$ cat src/rtl/vp8bd_pkg.sv
// Shared types, codes and constants of the VP8 boolean decoder.
package vp8bd_pkg;

   localparam int BUFFER_DEPTH_DEFAULT = 16;
   localparam int LENGTH_BITS_DEFAULT  = 24;

   localparam int OP_BITS       = 2;
   localparam int BYTE_BITS     = 8;
   localparam int COUNT_BITS    = 5;
   localparam int VALUE_BITS    = 16;
   localparam int STATUS_BITS   = 2;
   localparam int CODE_BITS     = 32;
   localparam int POSITION_BITS = 6;

   localparam logic [7:0]               RANGE_RESET      = 8'd254;
   localparam logic [POSITION_BITS-1:0] POSITION_RESET   = 6'b111000;
   localparam logic [POSITION_BITS-1:0] BYTE_STEP        = 6'd8;
   localparam logic [7:0]               LITERAL_PROB     = 8'd128;
   localparam logic [COUNT_BITS-1:0]    LITERAL_MAX_BITS = 5'd16;

   typedef enum logic [OP_BITS-1:0] {
      OP_RESTART = 2'd0,
      OP_PUSH    = 2'd1,
      OP_BOOL    = 2'd2,
      OP_LITERAL = 2'd3
   } op_type;

   typedef enum logic [STATUS_BITS-1:0] {
      ST_OK       = 2'd0,
      ST_RETRY    = 2'd1,
      ST_OVERFLOW = 2'd2
   } status_type;

   typedef struct packed {
      logic [CODE_BITS-1:0] value;
      logic [7:0]           range;
      logic [4:0]           position;
      logic [7:0]           probability;
   } bit_operands_type;

   typedef struct packed {
      logic                 decoded_bit;
      logic [CODE_BITS-1:0] value;
      logic [7:0]           range;
      logic [2:0]           shift;
   } bit_result_type;

endpackage

$ cat src/rtl/vp8bd_req_if.sv
// Request channel: operation and its operands.
interface vp8bd_req_if;
   logic                                 valid;
   logic                                 ready;
   logic [vp8bd_pkg::OP_BITS-1:0]        operation;
   logic [vp8bd_pkg::BYTE_BITS-1:0]      data_byte;
   logic [vp8bd_pkg::BYTE_BITS-1:0]      probability;
   logic [vp8bd_pkg::COUNT_BITS-1:0]     bit_count;

   modport source (output valid, operation, data_byte, probability, bit_count, input ready);
   modport sink   (input valid, operation, data_byte, probability, bit_count, output ready);
endinterface

$ cat src/rtl/vp8bd_rsp_if.sv
// Response channel: decoded value, status and end-of-stream flag.
interface vp8bd_rsp_if;
   logic                                 valid;
   logic                                 ready;
   logic [vp8bd_pkg::VALUE_BITS-1:0]     decoded_value;
   logic [vp8bd_pkg::STATUS_BITS-1:0]    status;
   logic                                 stream_ended;

   modport source (output valid, decoded_value, status, stream_ended, input ready);
   modport sink   (input valid, decoded_value, status, stream_ended, output ready);
endinterface

$ cat src/rtl/vp8bd_csr_if.sv
// Configuration write channel carrying the partition length.
interface vp8bd_csr_if #(
   parameter int DATA_BITS = vp8bd_pkg::LENGTH_BITS_DEFAULT
);
   logic                 valid;
   logic                 ready;
   logic [DATA_BITS-1:0] data;

   modport source (output valid, data, input ready);
   modport sink   (input valid, data, output ready);
endinterface

$ cat src/rtl/vp8_bool_decoder.sv
// Top level of the VP8 boolean decoder: sequencer, decoder state and channel registers.
//
//   channel  direction  payload                                     transfer when
//   req_chan in         operation, data_byte, probability, bit_count valid && ready
//   rsp_chan out        decoded_value, status, stream_ended          valid && ready
//   csr_chan in         data (partition_length)                      valid && ready
//
// Restart, push and a zero-bit literal go from the transfer to the step that loads the response
// register. A bool decode and a literal of n bits run the start, multiply and decide steps for
// each bit, with 0, 1 or 3 refill bytes before a bit (each one fetch and one load of the store),
// then commit the working state and load the response register; a short buffer skips to the load with a retry.
// Synchronous active-high reset restores the restart state, an empty buffer and a zero length.
// A request is taken while an earlier response waits; a stall holds only the final step.
module vp8_bool_decoder #(
   parameter int BUFFER_DEPTH = vp8bd_pkg::BUFFER_DEPTH_DEFAULT,
   parameter int LENGTH_BITS  = vp8bd_pkg::LENGTH_BITS_DEFAULT
) (
   input  logic          clock,
   input  logic          reset,
   vp8bd_req_if.sink     req_chan,
   vp8bd_rsp_if.source   rsp_chan,
   vp8bd_csr_if.sink     csr_chan
);

   localparam int PTR_W  = $clog2(BUFFER_DEPTH);
   localparam int FILL_W = $clog2(BUFFER_DEPTH + 1);
   localparam int POS_W  = vp8bd_pkg::POSITION_BITS;
   localparam int CODE_W = vp8bd_pkg::CODE_BITS;
   localparam int CNT_W  = vp8bd_pkg::COUNT_BITS;
   localparam int VAL_W  = vp8bd_pkg::VALUE_BITS;

   typedef enum logic [2:0] {
      S_IDLE,
      S_BIT_START,
      S_FETCH,
      S_LOAD,
      S_MUL,
      S_DECIDE,
      S_COMMIT,
      S_FINISH
   } state_type;

   function automatic logic [PTR_W-1:0] ptr_next(input logic [PTR_W-1:0] p);
      if (p == PTR_W'(BUFFER_DEPTH - 1)) begin
         return '0;
      end
      return p + 1'b1;
   endfunction

   // Sequencer and committed decoder state.
   state_type             state_ff, state_in;
   logic [LENGTH_BITS-1:0] partition_ff, partition_in;
   logic [CODE_W-1:0]     cm_value_ff, cm_value_in;
   logic [7:0]            cm_range_ff, cm_range_in;
   logic [POS_W-1:0]      cm_pos_ff, cm_pos_in;
   logic                  cm_end_ff, cm_end_in;
   logic [LENGTH_BITS-1:0] cm_bytes_ff, cm_bytes_in;
   logic [PTR_W-1:0]      cm_rd_ff, cm_rd_in;
   logic [PTR_W-1:0]      cm_wr_ff, cm_wr_in;
   logic [FILL_W-1:0]     cm_fill_ff, cm_fill_in;
   logic                  rsp_valid_ff, rsp_valid_in;

   // Working copy used while a decode request runs; it is committed only
   // when every bit of the request has been decoded.
   logic [CODE_W-1:0]     wk_value_ff, wk_value_in;
   logic [7:0]            wk_range_ff, wk_range_in;
   logic [POS_W-1:0]      wk_pos_ff, wk_pos_in;
   logic                  wk_end_ff, wk_end_in;
   logic [LENGTH_BITS-1:0] wk_bytes_ff, wk_bytes_in;
   logic [PTR_W-1:0]      wk_rd_ff, wk_rd_in;
   logic [FILL_W-1:0]     wk_fill_ff, wk_fill_in;
   logic [CNT_W-1:0]      bits_left_ff, bits_left_in;
   logic [7:0]            prob_ff, prob_in;
   logic [VAL_W-1:0]      acc_ff, acc_in;
   logic [1:0]            refill_cnt_ff, refill_cnt_in;
   logic [VAL_W-1:0]      res_value_ff, res_value_in;
   logic [1:0]            res_status_ff, res_status_in;
   logic [VAL_W-1:0]      rsp_value_ff, rsp_value_in;
   logic [1:0]            rsp_status_ff, rsp_status_in;
   logic                  rsp_end_ff, rsp_end_in;

   logic                  mem_wr_en;
   logic [7:0]            mem_rd_data;
   logic                  unit_mul_en;
   vp8bd_pkg::bit_operands_type unit_operands;
   vp8bd_pkg::bit_result_type   unit_result;
   logic [3:0]            acc_index;

   vp8bd_byte_store #(
      .DEPTH (BUFFER_DEPTH)
   ) u_store (
      .clock   (clock),
      .wr_en   (mem_wr_en),
      .wr_addr (cm_wr_ff),
      .wr_data (req_chan.data_byte),
      .rd_addr (wk_rd_ff),
      .rd_data (mem_rd_data)
   );

   assign unit_operands.value       = wk_value_ff;
   assign unit_operands.range       = wk_range_ff;
   assign unit_operands.position    = wk_pos_ff[4:0];
   assign unit_operands.probability = prob_ff;

   vp8bd_bit_unit u_bit_unit (
      .clock    (clock),
      .mul_en   (unit_mul_en),
      .operands (unit_operands),
      .result   (unit_result)
   );

   assign acc_index = 4'(bits_left_ff - 5'd1);

   always_comb begin
      state_in      = state_ff;
      partition_in  = partition_ff;
      cm_value_in   = cm_value_ff;
      cm_range_in   = cm_range_ff;
      cm_pos_in     = cm_pos_ff;
      cm_end_in     = cm_end_ff;
      cm_bytes_in   = cm_bytes_ff;
      cm_rd_in      = cm_rd_ff;
      cm_wr_in      = cm_wr_ff;
      cm_fill_in    = cm_fill_ff;
      rsp_valid_in  = rsp_valid_ff;
      wk_value_in   = wk_value_ff;
      wk_range_in   = wk_range_ff;
      wk_pos_in     = wk_pos_ff;
      wk_end_in     = wk_end_ff;
      wk_bytes_in   = wk_bytes_ff;
      wk_rd_in      = wk_rd_ff;
      wk_fill_in    = wk_fill_ff;
      bits_left_in  = bits_left_ff;
      prob_in       = prob_ff;
      acc_in        = acc_ff;
      refill_cnt_in = refill_cnt_ff;
      res_value_in  = res_value_ff;
      res_status_in = res_status_ff;
      rsp_value_in  = rsp_value_ff;
      rsp_status_in = rsp_status_ff;
      rsp_end_in    = rsp_end_ff;
      mem_wr_en     = 1'b0;
      unit_mul_en   = 1'b0;

      // Configuration writes must arrive only while the decoder is idle; the block itself does not enforce this.
      if (csr_chan.valid) begin
         partition_in = LENGTH_BITS'(csr_chan.data);
      end

      if (rsp_valid_ff && rsp_chan.ready) begin
         rsp_valid_in = 1'b0;
      end

      case (state_ff)
         S_IDLE: begin
            if (req_chan.valid) begin
               res_value_in  = '0;
               res_status_in = vp8bd_pkg::ST_OK;
               state_in      = S_FINISH;
               case (req_chan.operation)
                  vp8bd_pkg::OP_RESTART: begin
                     cm_value_in = '0;
                     cm_range_in = vp8bd_pkg::RANGE_RESET;
                     cm_pos_in   = vp8bd_pkg::POSITION_RESET;
                     cm_end_in   = 1'b0;
                     cm_bytes_in = partition_ff;
                     cm_rd_in    = '0;
                     cm_wr_in    = '0;
                     cm_fill_in  = '0;
                  end
                  vp8bd_pkg::OP_PUSH: begin
                     if (cm_fill_ff == FILL_W'(BUFFER_DEPTH)) begin
                        res_status_in = vp8bd_pkg::ST_OVERFLOW;
                     end else begin
                        mem_wr_en  = 1'b1;
                        cm_wr_in   = ptr_next(cm_wr_ff);
                        cm_fill_in = cm_fill_ff + FILL_W'(1);
                     end
                  end
                  default: begin
                     wk_value_in = cm_value_ff;
                     wk_range_in = cm_range_ff;
                     wk_pos_in   = cm_pos_ff;
                     wk_end_in   = cm_end_ff;
                     wk_bytes_in = cm_bytes_ff;
                     wk_rd_in    = cm_rd_ff;
                     wk_fill_in  = cm_fill_ff;
                     acc_in      = '0;
                     if (req_chan.operation == vp8bd_pkg::OP_BOOL) begin
                        bits_left_in = CNT_W'(1);
                        prob_in      = req_chan.probability;
                        state_in     = S_BIT_START;
                     end else begin
                        prob_in = vp8bd_pkg::LITERAL_PROB;
                        if (req_chan.bit_count > vp8bd_pkg::LITERAL_MAX_BITS) begin
                           bits_left_in = vp8bd_pkg::LITERAL_MAX_BITS;
                        end else begin
                           bits_left_in = req_chan.bit_count;
                        end
                        // A zero-length literal completes at once with value zero.
                        if (req_chan.bit_count != '0) begin
                           state_in = S_BIT_START;
                        end
                     end
                  end
               endcase
            end
         end

         S_BIT_START: begin
            state_in = S_MUL;
            // A negative position calls for a refill before the bit.
            if (wk_pos_ff[POS_W-1]) begin
               if (wk_bytes_ff >= LENGTH_BITS'(4)) begin
                  if (wk_fill_ff < FILL_W'(3)) begin
                     res_value_in  = '0;
                     res_status_in = vp8bd_pkg::ST_RETRY;
                     state_in      = S_FINISH;
                  end else begin
                     refill_cnt_in = 2'd3;
                     state_in      = S_FETCH;
                  end
               end else if (wk_bytes_ff != '0) begin
                  if (wk_fill_ff == '0) begin
                     res_value_in  = '0;
                     res_status_in = vp8bd_pkg::ST_RETRY;
                     state_in      = S_FINISH;
                  end else begin
                     refill_cnt_in = 2'd1;
                     state_in      = S_FETCH;
                  end
               end else if (!wk_end_ff) begin
                  // The one zero byte of padding past the partition end.
                  wk_value_in = wk_value_ff << 8;
                  wk_pos_in   = wk_pos_ff + vp8bd_pkg::BYTE_STEP;
                  wk_end_in   = 1'b1;
               end else begin
                  wk_pos_in = '0;
               end
            end
         end

         S_FETCH: begin
            // The store reads the working read pointer during this cycle.
            state_in = S_LOAD;
         end

         S_LOAD: begin
            wk_value_in   = {wk_value_ff[CODE_W-9:0], mem_rd_data};
            wk_rd_in      = ptr_next(wk_rd_ff);
            wk_fill_in    = wk_fill_ff - FILL_W'(1);
            wk_bytes_in   = wk_bytes_ff - LENGTH_BITS'(1);
            wk_pos_in     = wk_pos_ff + vp8bd_pkg::BYTE_STEP;
            refill_cnt_in = refill_cnt_ff - 2'd1;
            if (refill_cnt_ff == 2'd1) begin
               state_in = S_MUL;
            end else begin
               state_in = S_FETCH;
            end
         end

         S_MUL: begin
            unit_mul_en = 1'b1;
            state_in    = S_DECIDE;
         end

         S_DECIDE: begin
            wk_value_in  = unit_result.value;
            wk_range_in  = unit_result.range;
            wk_pos_in    = wk_pos_ff - {3'b000, unit_result.shift};
            acc_in       = acc_ff | (VAL_W'(unit_result.decoded_bit) << acc_index);
            bits_left_in = bits_left_ff - CNT_W'(1);
            if (bits_left_ff == CNT_W'(1)) begin
               state_in = S_COMMIT;
            end else begin
               state_in = S_BIT_START;
            end
         end

         S_COMMIT: begin
            cm_value_in   = wk_value_ff;
            cm_range_in   = wk_range_ff;
            cm_pos_in     = wk_pos_ff;
            cm_end_in     = wk_end_ff;
            cm_bytes_in   = wk_bytes_ff;
            cm_rd_in      = wk_rd_ff;
            cm_fill_in    = wk_fill_ff;
            res_value_in  = acc_ff;
            res_status_in = vp8bd_pkg::ST_OK;
            state_in      = S_FINISH;
         end

         S_FINISH: begin
            // Wait here only while the previous response is still unclaimed.
            if (!rsp_valid_ff || rsp_chan.ready) begin
               rsp_valid_in  = 1'b1;
               rsp_value_in  = res_value_ff;
               rsp_status_in = res_status_ff;
               rsp_end_in    = cm_end_ff;
               state_in      = S_IDLE;
            end
         end

         default: begin
            state_in = S_IDLE;
         end
      endcase
   end

   always_ff @(posedge clock) begin
      if (reset) begin
         state_ff     <= S_IDLE;
         partition_ff <= '0;
         cm_value_ff  <= '0;
         cm_range_ff  <= vp8bd_pkg::RANGE_RESET;
         cm_pos_ff    <= vp8bd_pkg::POSITION_RESET;
         cm_end_ff    <= 1'b0;
         cm_bytes_ff  <= '0;
         cm_rd_ff     <= '0;
         cm_wr_ff     <= '0;
         cm_fill_ff   <= '0;
         rsp_valid_ff <= 1'b0;
      end else begin
         state_ff      <= state_in;
         partition_ff  <= partition_in;
         cm_value_ff   <= cm_value_in;
         cm_range_ff   <= cm_range_in;
         cm_pos_ff     <= cm_pos_in;
         cm_end_ff     <= cm_end_in;
         cm_bytes_ff   <= cm_bytes_in;
         cm_rd_ff      <= cm_rd_in;
         cm_wr_ff      <= cm_wr_in;
         cm_fill_ff    <= cm_fill_in;
         rsp_valid_ff  <= rsp_valid_in;
         rsp_value_ff  <= rsp_value_in;
         rsp_status_ff <= rsp_status_in;
         rsp_end_ff    <= rsp_end_in;
      end
   end

   always_ff @(posedge clock) begin
      wk_value_ff   <= wk_value_in;
      wk_range_ff   <= wk_range_in;
      wk_pos_ff     <= wk_pos_in;
      wk_end_ff     <= wk_end_in;
      wk_bytes_ff   <= wk_bytes_in;
      wk_rd_ff      <= wk_rd_in;
      wk_fill_ff    <= wk_fill_in;
      bits_left_ff  <= bits_left_in;
      prob_ff       <= prob_in;
      acc_ff        <= acc_in;
      refill_cnt_ff <= refill_cnt_in;
      res_value_ff  <= res_value_in;
      res_status_ff <= res_status_in;
   end

   assign req_chan.ready         = (state_ff == S_IDLE);
   assign csr_chan.ready         = 1'b1;
   assign rsp_chan.valid         = rsp_valid_ff;
   assign rsp_chan.decoded_value = rsp_value_ff;
   assign rsp_chan.status        = rsp_status_ff;
   assign rsp_chan.stream_ended  = rsp_end_ff;

endmodule

$ cat src/rtl/vp8bd_byte_store.sv
// Partition byte buffer: one write port, one registered read port.
module vp8bd_byte_store #(
   parameter int DEPTH = vp8bd_pkg::BUFFER_DEPTH_DEFAULT
) (
   input  logic                     clock,
   input  logic                     wr_en,
   input  logic [$clog2(DEPTH)-1:0] wr_addr,
   input  logic [7:0]               wr_data,
   input  logic [$clog2(DEPTH)-1:0] rd_addr,
   output logic [7:0]               rd_data
);

   logic [7:0] store_ff [DEPTH];
   logic [7:0] rd_data_ff;

   always_ff @(posedge clock) begin
      if (wr_en) begin
         store_ff[wr_addr] <= wr_data;
      end
      rd_data_ff <= store_ff[rd_addr];
   end

   assign rd_data = rd_data_ff;

endmodule

$ cat src/rtl/vp8bd_bit_unit.sv
// Shared bit decode unit: registered split multiply, then compare, subtract and normalize.
module vp8bd_bit_unit (
   input  logic                         clock,
   input  logic                         mul_en,
   input  vp8bd_pkg::bit_operands_type  operands,
   output vp8bd_pkg::bit_result_type    result
);

   logic [15:0] product;
   logic [7:0]  split_ff;

   assign product = operands.range * operands.probability;

   always_ff @(posedge clock) begin
      if (mul_en) begin
         split_ff <= product[15:8];
      end
   end

   always_comb begin
      logic [vp8bd_pkg::CODE_BITS-1:0] shifted;
      logic [7:0]                      window;
      logic [8:0]                      split_plus;
      logic [8:0]                      range_wide;
      logic [7:0]                      range_low;
      logic [7:0]                      normalized;
      logic [2:0]                      shift;
      logic                            found;

      shifted    = operands.value >> operands.position;
      window     = shifted[7:0];
      split_plus = {1'b0, split_ff} + 9'd1;
      result.decoded_bit = (window > split_ff);
      if (result.decoded_bit) begin
         range_wide   = {1'b0, operands.range} - {1'b0, split_ff};
         result.value = operands.value
                      - (vp8bd_pkg::CODE_BITS'(split_plus) << operands.position);
      end else begin
         range_wide   = split_plus;
         result.value = operands.value;
      end
      // The interval never exceeds 255 here, so the low byte holds it.
      range_low = range_wide[7:0];
      shift = 3'd0;
      found = 1'b0;
      for (int i = 7; i >= 0; i--) begin
         if (!found && range_low[i]) begin
            shift = 3'(7 - i);
            found = 1'b1;
         end
      end
      normalized   = range_low << shift;
      result.range = normalized - 8'd1;
      result.shift = shift;
   end

endmodule

$ cat src/flat_wrapper.sv
// flat-port wrapper written by rule: the top's interface ports become plain ports
module vp8_bool_decoder_flat 
#(
   parameter int BUFFER_DEPTH = vp8bd_pkg::BUFFER_DEPTH_DEFAULT,
   parameter int LENGTH_BITS  = vp8bd_pkg::LENGTH_BITS_DEFAULT
)
  (clock, reset, req_chan_valid, req_chan_operation, req_chan_data_byte, req_chan_probability, req_chan_bit_count, req_chan_ready, rsp_chan_valid, rsp_chan_decoded_value, rsp_chan_status, rsp_chan_stream_ended, rsp_chan_ready, csr_chan_valid, csr_chan_data, csr_chan_ready);
  vp8bd_req_if req_chan_i ();
  vp8bd_rsp_if rsp_chan_i ();
  vp8bd_csr_if csr_chan_i ();
  input  logic clock;
  input  logic reset;
  input wire logic [$bits(req_chan_i.valid)-1:0] req_chan_valid;
  input wire logic [$bits(req_chan_i.operation)-1:0] req_chan_operation;
  input wire logic [$bits(req_chan_i.data_byte)-1:0] req_chan_data_byte;
  input wire logic [$bits(req_chan_i.probability)-1:0] req_chan_probability;
  input wire logic [$bits(req_chan_i.bit_count)-1:0] req_chan_bit_count;
  output wire logic [$bits(req_chan_i.ready)-1:0] req_chan_ready;
  output wire logic [$bits(rsp_chan_i.valid)-1:0] rsp_chan_valid;
  output wire logic [$bits(rsp_chan_i.decoded_value)-1:0] rsp_chan_decoded_value;
  output wire logic [$bits(rsp_chan_i.status)-1:0] rsp_chan_status;
  output wire logic [$bits(rsp_chan_i.stream_ended)-1:0] rsp_chan_stream_ended;
  input wire logic [$bits(rsp_chan_i.ready)-1:0] rsp_chan_ready;
  input wire logic [$bits(csr_chan_i.valid)-1:0] csr_chan_valid;
  input wire logic [$bits(csr_chan_i.data)-1:0] csr_chan_data;
  output wire logic [$bits(csr_chan_i.ready)-1:0] csr_chan_ready;
  assign req_chan_i.valid = req_chan_valid;
  assign req_chan_i.operation = req_chan_operation;
  assign req_chan_i.data_byte = req_chan_data_byte;
  assign req_chan_i.probability = req_chan_probability;
  assign req_chan_i.bit_count = req_chan_bit_count;
  assign req_chan_ready = req_chan_i.ready;
  assign rsp_chan_valid = rsp_chan_i.valid;
  assign rsp_chan_decoded_value = rsp_chan_i.decoded_value;
  assign rsp_chan_status = rsp_chan_i.status;
  assign rsp_chan_stream_ended = rsp_chan_i.stream_ended;
  assign rsp_chan_i.ready = rsp_chan_ready;
  assign csr_chan_i.valid = csr_chan_valid;
  assign csr_chan_i.data = csr_chan_data;
  assign csr_chan_ready = csr_chan_i.ready;
  vp8_bool_decoder #(.BUFFER_DEPTH(BUFFER_DEPTH), .LENGTH_BITS(LENGTH_BITS)) u_core (.clock(clock), .reset(reset), .req_chan(req_chan_i), .rsp_chan(rsp_chan_i), .csr_chan(csr_chan_i));
endmodule
$ cat config.mk
export PLATFORM = sky130hd
export DESIGN_NAME = vp8_bool_decoder_flat
export DESIGN_NICKNAME = d
export VERILOG_FILES = /design/src/rtl/vp8bd_pkg.sv /design/src/rtl/vp8bd_req_if.sv /design/src/rtl/vp8bd_rsp_if.sv /design/src/rtl/vp8bd_csr_if.sv /design/src/rtl/vp8_bool_decoder.sv /design/src/rtl/vp8bd_byte_store.sv /design/src/rtl/vp8bd_bit_unit.sv /design/src/flat_wrapper.sv
export SDC_FILE = /design/constraint.sdc
export NUM_CORES = 1
export LEC_CHECK = 0
export ABC_CLOCK_PERIOD_IN_PS = 5700
export BUFFER_PORTS_ARGS = -buffer_cell sky130_fd_sc_hd__buf_2
export CORE_ASPECT_RATIO = 0.8
export CORE_MARGIN = 2
export CORE_UTILIZATION = 41
export CTS_CLUSTER_SIZE = 40
export DETAILED_ROUTE_END_ITERATION = 10
export SLEW_MARGIN = 20
export SYNTH_ARGS = -nofsm -noshare
export SYNTH_HDL_FRONTEND = slang
export SYNTH_SLANG_ARGS = --single-unit
$ cat constraint.sdc
create_clock -name clock -period 5.7 [get_ports clock]
set_input_delay 0 -clock clock [delete_from_list [all_inputs] [get_ports clock]]
set_output_delay 0 -clock clock [all_outputs]
set_load 0.005 [all_outputs]
After elaboration in Yosys (flattened, before gate mapping)
Memories as Yosys holds them, arrays and structs flattened. A register that Yosys moved wholly into a read port is not among the register bits.
Cells that the tools add are included.
{"block": "totals", "ff_bits": 268, "in_bits": 52, "ram_bits": 128, "mem_count": 1, "wordCells": 267}
{"block": "classes", "n_reduce_logical": 45, "multipliers": 1, "addsub": 13, "n_shift": 4, "order_cmp": 4, "bitwise_logic": 3, "muxes": 136, "n_eq_ne": 31}
{"name": "u_core.u_store.store_ff", "words": 16, "word_bits": 8, "read_ports": 1, "rd_ports_with_merged_regs": 1, "wr": 1, "line_no": "vp8bd_byte_store.sv:13", "text": "logic [7:0] store_ff [DEPTH];"}
{"operator": "$mux W32", "count": 9}
{"operator": "$mux W16", "count": 8}
{"operator": "$pmux W32 S4", "count": 1}
{"operator": "$mux W24", "count": 4}
{"operator": "$pmux W24 S2", "count": 2}
{"operator": "$pmux W32 S2", "count": 1}
{"operator": "$mux W3", "count": 18}
{"operator": "$mux W6", "count": 8}
{"operator": "$pmux W16 S3", "count": 1}
{"operator": "$mux W5", "count": 8}
{"operator": "$mux W8", "count": 5}
{"operator": "$pmux W5 S2", "count": 4}
{"operator": "$mux W4", "count": 9}
{"operator": "$mux W1", "count": 32}
{"operator": "$pmux W16 S2", "count": 1}
{"operator": "$pmux W8 S2", "count": 2}
{"operator": "$shl A9 B5 Y32", "count": 1}
{"operator": "$shr A32 B5 Y8", "count": 1}
{"operator": "$sub A32 B32 Y32", "count": 1}
{"operator": "$mux W2", "count": 13}
{"operator": "$ge A24 B3 Y1 const B", "count": 1}
{"operator": "$pmux W3 S8", "count": 1}
{"operator": "$pmux W4 S2", "count": 3}
{"operator": "$pmux W6 S4", "count": 1}
{"operator": "53 further kinds", "count": 102}

Longest topological paths before layout
{"block": "depth", "ltp_word": 28, "mapped_depth": 30, "mapped_depth_nobuf": 26}

Cells and area by module
Synthesis repeated with hierarchy kept, for this count alone.
{"block": "unflattened", "cells_unflattened": 2291, "hier_area_um2": 23641.4}
{"mod": "vp8_bool_decoder", "cells_each": 1113, "n_inst": 1, "seq_area_each_um2": 6686.4, "area_per_inst_um2": 11412.2}
{"mod": "vp8bd_bit_unit", "cells_each": 949, "n_inst": 1, "seq_area_each_um2": 240.2, "area_per_inst_um2": 7081.8}
{"mod": "vp8bd_byte_store", "cells_each": 229, "n_inst": 1, "seq_area_each_um2": 4003.8, "area_per_inst_um2": 5147.4}

Least setup slack after synthesis
No wires, ideal clock.
{"block": "synth_timing", "kind": "register to register", "from": "register u_core.wk_pos_ff[0]", "to": "register u_core.wk_value_ff[0], enable pin", "required_ns": 5.230, "period_less_slack_ns": 6.064, "arrival_time_ns": 5.595, "path_buffers": 3, "setup_ns": 0.470, "slack_ns": -0.364, "path_stages_with_launch": 14, "cell_sequence": "edfxtp_1 buf_1 clkbuf_1 mux2_2 mux4_2 o21ai_0 o21ai_0 ha_1 nand4_1 nand2b_1 a21oi_1 nor2_1 clkbuf_1 a211oi_1"}
{"block": "synth_between", "elab_chain_cells": 4}
{"item": "from (decl)", "line_no": "vp8_bool_decoder.sv:67", "text": "logic [POS_W-1:0] wk_pos_ff, wk_pos_in;"}
{"item": "from (signal assigned)", "line_no": "vp8_bool_decoder.sv:344", "text": "wk_pos_ff <= wk_pos_in;"}
{"item": "$shr A32 B5 Y8", "line_no": "vp8bd_bit_unit.sv:30", "text": "shifted = operands.value >> operands.position;"}
{"item": "$gt A8 B8 Y1", "line_no": "vp8bd_bit_unit.sv:33", "text": "result.decoded_bit = (window > split_ff);"}
{"item": "$ne A2 B1 Y1 (no line)"}
{"item": "$reduce_and A8 Y1 (no line)"}
{"item": "to (signal assigned)", "line_no": "vp8_bool_decoder.sv:342", "text": "wk_value_ff <= wk_value_in;"}
{"item": "to (decl)", "line_no": "vp8_bool_decoder.sv:65", "text": "logic [CODE_W-1:0] wk_value_ff, wk_value_in;"}
No other way between the ends.
A chain may end at the register's enable or synchronous reset.

Worst setup path after layout
{"block": "layout_timing", "from": "register u_core.u_bit_unit.split_ff[0]", "to": "register u_core.wk_value_ff[29] (data pin)"}
{"block": "layout_between", "elab_chain_cells": 5}
{"item": "from (decl)", "line_no": "vp8bd_bit_unit.sv:10", "text": "logic [7:0] split_ff;"}
{"item": "from (signal assigned)", "line_no": "vp8bd_bit_unit.sv:16", "text": "split_ff <= product[15:8];"}
{"item": "$add A8 B1 Y9", "line_no": "vp8bd_bit_unit.sv:32", "text": "split_plus = {1'b0, split_ff} + 9'd1;"}
{"item": "$shl A9 B5 Y32", "line_no": "vp8bd_bit_unit.sv:37", "text": "- (vp8bd_pkg::CODE_BITS'(split_plus) << operands.position);"}
{"item": "$sub A32 B32 Y32", "line_no": "vp8bd_bit_unit.sv:37"}
{"item": "$mux W32", "line_no": "vp8bd_bit_unit.sv:34", "text": "if (result.decoded_bit) begin"}
{"item": "$pmux W32 S4", "line_no": "vp8_bool_decoder.sv:154", "text": "case (state_ff)"}
{"item": "net u_core.wk_value_in[29]", "line_no": "vp8_bool_decoder.sv:65"}
The timed path passes the listed nets, and every way through them passes these cells. The select of a mux whose other input is x is not followed.

==> metrics.md <==
| Metric | Value |
|---|---|
| Total Wirelength | `about 63000 µm` |
| Initial antenna violation count | `0` |
| Synthesis warning total | `0` |
| Largest net degree at the start of global routing | `around 90` |
| Seq/Total Area, Yosys | `0.4705` |
| Total Power | `~17 mW` |
| Switching share of total power | `0.4468` |
| Vias post-DR | `approximately 18000` |
| Via density | `about 5.6` |
| Final Util | `0.4766` |
| Fin. max-slew vios | `0` |
| Layout Area Growth over Synthesis | `15.53%` |
| Worst endpoint data arrival time | `5790 ps` |
| Dpl cells | `3027` |
| Switching pwr | `7.712 mW` |
| Post-DP HPWL | `about 42000 µm` |
| Num rows | `78` |
| Comb power frac | `0.569` |
| Seq. cell area | `between 10000 and 15000 µm²` |
| Multi-input gate area | `11530 µm²` |
| Die Footprint | `approximately 59000 µm²` |
| Peak supply drop | `360.9 µV` |
| Global Route Usage Sum | `0.2141` |
| Pre-CTS setup slack | `between 60 and 70 ps` |
| Clock buffer depth | `3` |
| Die width | `270.1 µm` |
| Worst Path Max Fanout | `8` |
| DRT iter0 DRCs | `1695` |
| Synthesized area | `around 23000 µm²` |
| Dominant cells by area after synthesis | `edfxtp_1 37%, dfxtp_1 10%, ha_1 5.3%, nand2_1 5.0%, mux4_2 4.8%` |
| Run status | `finished clean` |
| Fin cells | `around 3200` |
| H-tree Lvls | `2` |
| Netlist cell types | `99` |
| Vias in the first global route | `between 15000 and 20000` |
| Post-synthesis register bit count | `404` |
| Ys async rst share | `0` |
| Number of routed nets with antenna violations | `0` |
| Final worst-path cycle share | `0.9600` |
| Final Setup Violations | `0` |
| CP Launch Type | `register` |
| Fmax | `between 0.15 and 0.2 GHz` |
| Setup WS post-layout | `228.2 ps` |
| Worst-Skew Late Latency | `590 ps` |
| WS Path Type | `register to register` |
| Total of max-cap violations | `0` |
| Fillcell total | `around 5200` |
| Antenna cells | `0` |
| Top_reg_cell synth | `edfxtp_1` |
| Fin nets | `2585` |
| GRT overflow | `0` |
| Clock Power Share | `0.166` |
| Fin crit period | `between 5000 and 6000 ps` |
| Global-route wire length before repair | `roughly 100000 µm` |
| Drt first pass iters | `5` |
| P_int | `between 9 and 10 mW` |
| Syn nets | `about 2500` |
| Die height | `between 200 and 250 µm` |
| Clk_skew | `about 27 ps` |
| Routability Congestion | `slightly below 1` |
| Syn Area/Cell | `around 10 µm²` |
| Port buffer count | `just over 70` |
| DRC | `0` |
| Share of cells above drive strength 1 | `0.1263` |
| Worst EP required | `~6000 ps` |
| Sequential share of power | `0.265` |
| Hold Vio Cnt, Final | `0` |
| R2R cell count | `25` |
| Synth area leader | `edfxtp_1` |
| Max_slew headroom | `0.2563` |
| Initial Utilization | `0.4125` |
| Leakage | `roughly 10 nW` |
| EDFF count, synth | `284` |
| Power density cells | `around 640 nW/µm²` |
| Fin Hold WS | `222.2 ps` |
| Setup crit end kind | `register` |
| HP Class | `input pin to register` |
| Syn Inst Count | `around 2300` |
| CTS clk-pin slew, worst paths | `approximately 60 ps` |
| Worst slew pin tran | `approximately 1100 ps` |
| Hold Crit Depth | `3` |
| CTS tree | `yes` |
| WL/cell | `around 20 µm` |
| Num CTS Buffers | `42` |
| CTS Sinks | `~400` |
| I/O pin cnt | `between 70 and 80` |
| Post-synth top area share | `0.3671` |
| Clock root buffer | `clkbuf_16` |
| Placeable Area | `between 50000 and 60000 µm²` |
metrics by stage:
stage | setup TNS (ps) | area (µm²)
floorplan | 0 | 23230
global placement | 0 | 24500
detailed placement | 0 | 24500
CTS | 0 | 26750
global route | -35.65 | 26840
finish | 0 | 26840
synthesized netlist by cell type (7+ instances only):
library cell	count
a211oi_1	12
nor3_1	53
o21ai_1	11
o22ai_1	22
clkbuf_1	91
o211ai_1	15
nand3_1	59
a21oi_1	163
o21bai_1	17
dfxtp_1	120
mux2i_1	54
fa_1	38
or2_2	9
buf_1	26
and2_1	67
xor2_1	29
mux2_2	18
xnor2_1	50
a21o_1	21
nor2b_1	19
o31ai_1	7
ha_1	99
edfxtp_1	284
inv_1	105
nand2_1	311
a31oi_1	16
nor2_1	190
nand2b_1	21
mux4_2	49
a22oi_1	19
and3_1	9
o21ai_0	130
a221o_1	8
o21a_1	13
layout by cell type, fill, tap and decap left out, types with 48 or more instances in the layout:
| cell | instances |
|---|---|
| a21oi_1 | 158 |
| and2_1 | 67 |
| buf_2 | 71 |
| dfxtp_1 | 120 |
| dlygate4sd3_1 | 82 |
| edfxtp_1 | 284 |
| ha_1 | 98 |
| inv_1 | 105 |
| mux2i_1 | 54 |
| mux4_2 | 49 |
| nand2_1 | 310 |
| nand3_1 | 58 |
| nor2_1 | 187 |
| nor3_1 | 52 |
| o21ai_0 | 130 |
| xnor2_1 | 48 |
worst paths after layout:
path | from | end | slack (ps)
setup reg to reg | u_core.u_bit_unit.split_ff[0] | u_core.wk_value_ff[29] | 230
hold / removal | req_chan_probability[5] | u_core.prob_ff[5] | 220
hold reg to reg | u_core.res_value_ff[14] | u_core.rsp_chan.decoded_value[14] | 410
setup / recovery | u_core.u_bit_unit.split_ff[0] | u_core.wk_value_ff[29] | 230
area by class of cell:
type                    instances  share of cell area
well taps                     760             0.03543
clock inverters                20            0.009837
multi-input cells            1640              0.4295
clock buffers                  58             0.04368
repair buffers                199             0.05898
inverters                     109             0.01525
flip-flops and latches        404              0.4073
critical path: stages, from the launching register on:
cell	delay, ps
edfxtp_1	390
buf_4	200
nand3_1	200
or3_4	420
xnor2_4	180
nand2_1	90
o21ai_0	110
mux2i_1	280
nor2_1	100
a21oi_2	220
nand2_1	70
o21ai_0	210
nand2_1	120
ha_1	370
a21o_1	180
a21o_1	170
a21o_1	190
a21o_1	190
a21oi_1	170
nor2_1	80
a211oi_2	270
o21ai_1	220
a21oi_1	260
xor2_1	170
nor3_1	60
a221o_1	270
sequential cells by signal, indices dropped and copies added, names as in the netlist, 16 cells and up:
name	cells
u_core.rsp_chan.decoded_value	16
u_core.cm_bytes_ff	24
u_core.partition_ff	24
u_core.wk_value_ff	32
u_core.u_store.store_ff	128
u_core.acc_ff	16
u_core.cm_value_ff	32
u_core.wk_bytes_ff	24
u_core.res_value_ff	16
layer usage:
layer  share of wire  global-route usage
met1            0.47              0.3107
met2            0.45              0.3367
met5               0                   0
met4           0.018             0.05019
met3           0.069             0.03376
timing repair:
item                                    in CTS  in global routing
gates resized for setup                      0                  9
buffers inserted                             0                  1
endpoints found under the setup margin       0                 12
hold buffers                                82                  0
hold endpoints to repair                   206                  0
power by group through the flow:
stage | combinational (mW) | clock [mW] | sequential [mW]
after detailed placement | 9.50 | 0 | 4.62
after global placement | 9.34 | 0 | 4.61
final | 9.82 | 2.87 | 4.57
after floorplan | 7.12 | 0 | 4.33
after CTS | 9.63 | 2.93 | 4.56
after global routing | 10.8 | 3.05 | 4.63
cell families (layout without fill, tap and decap cells):
kind of cell               Yosys count  count (layout)  share of synthesized area
AOI/OAI and AO/OA                  512             512                     0.1390
xor gates and xnor gates            80              80                    0.03097
adders and majority gates          137             137                    0.08607
buffers and inverters              231             386                    0.03797
DFF                                404             404                     0.4705
muxes                              121             121                    0.07950
other                                1               1                  0.0001614
and+or+nand+nor                    789             789                     0.1558
(Power assumes the default switching activity.)
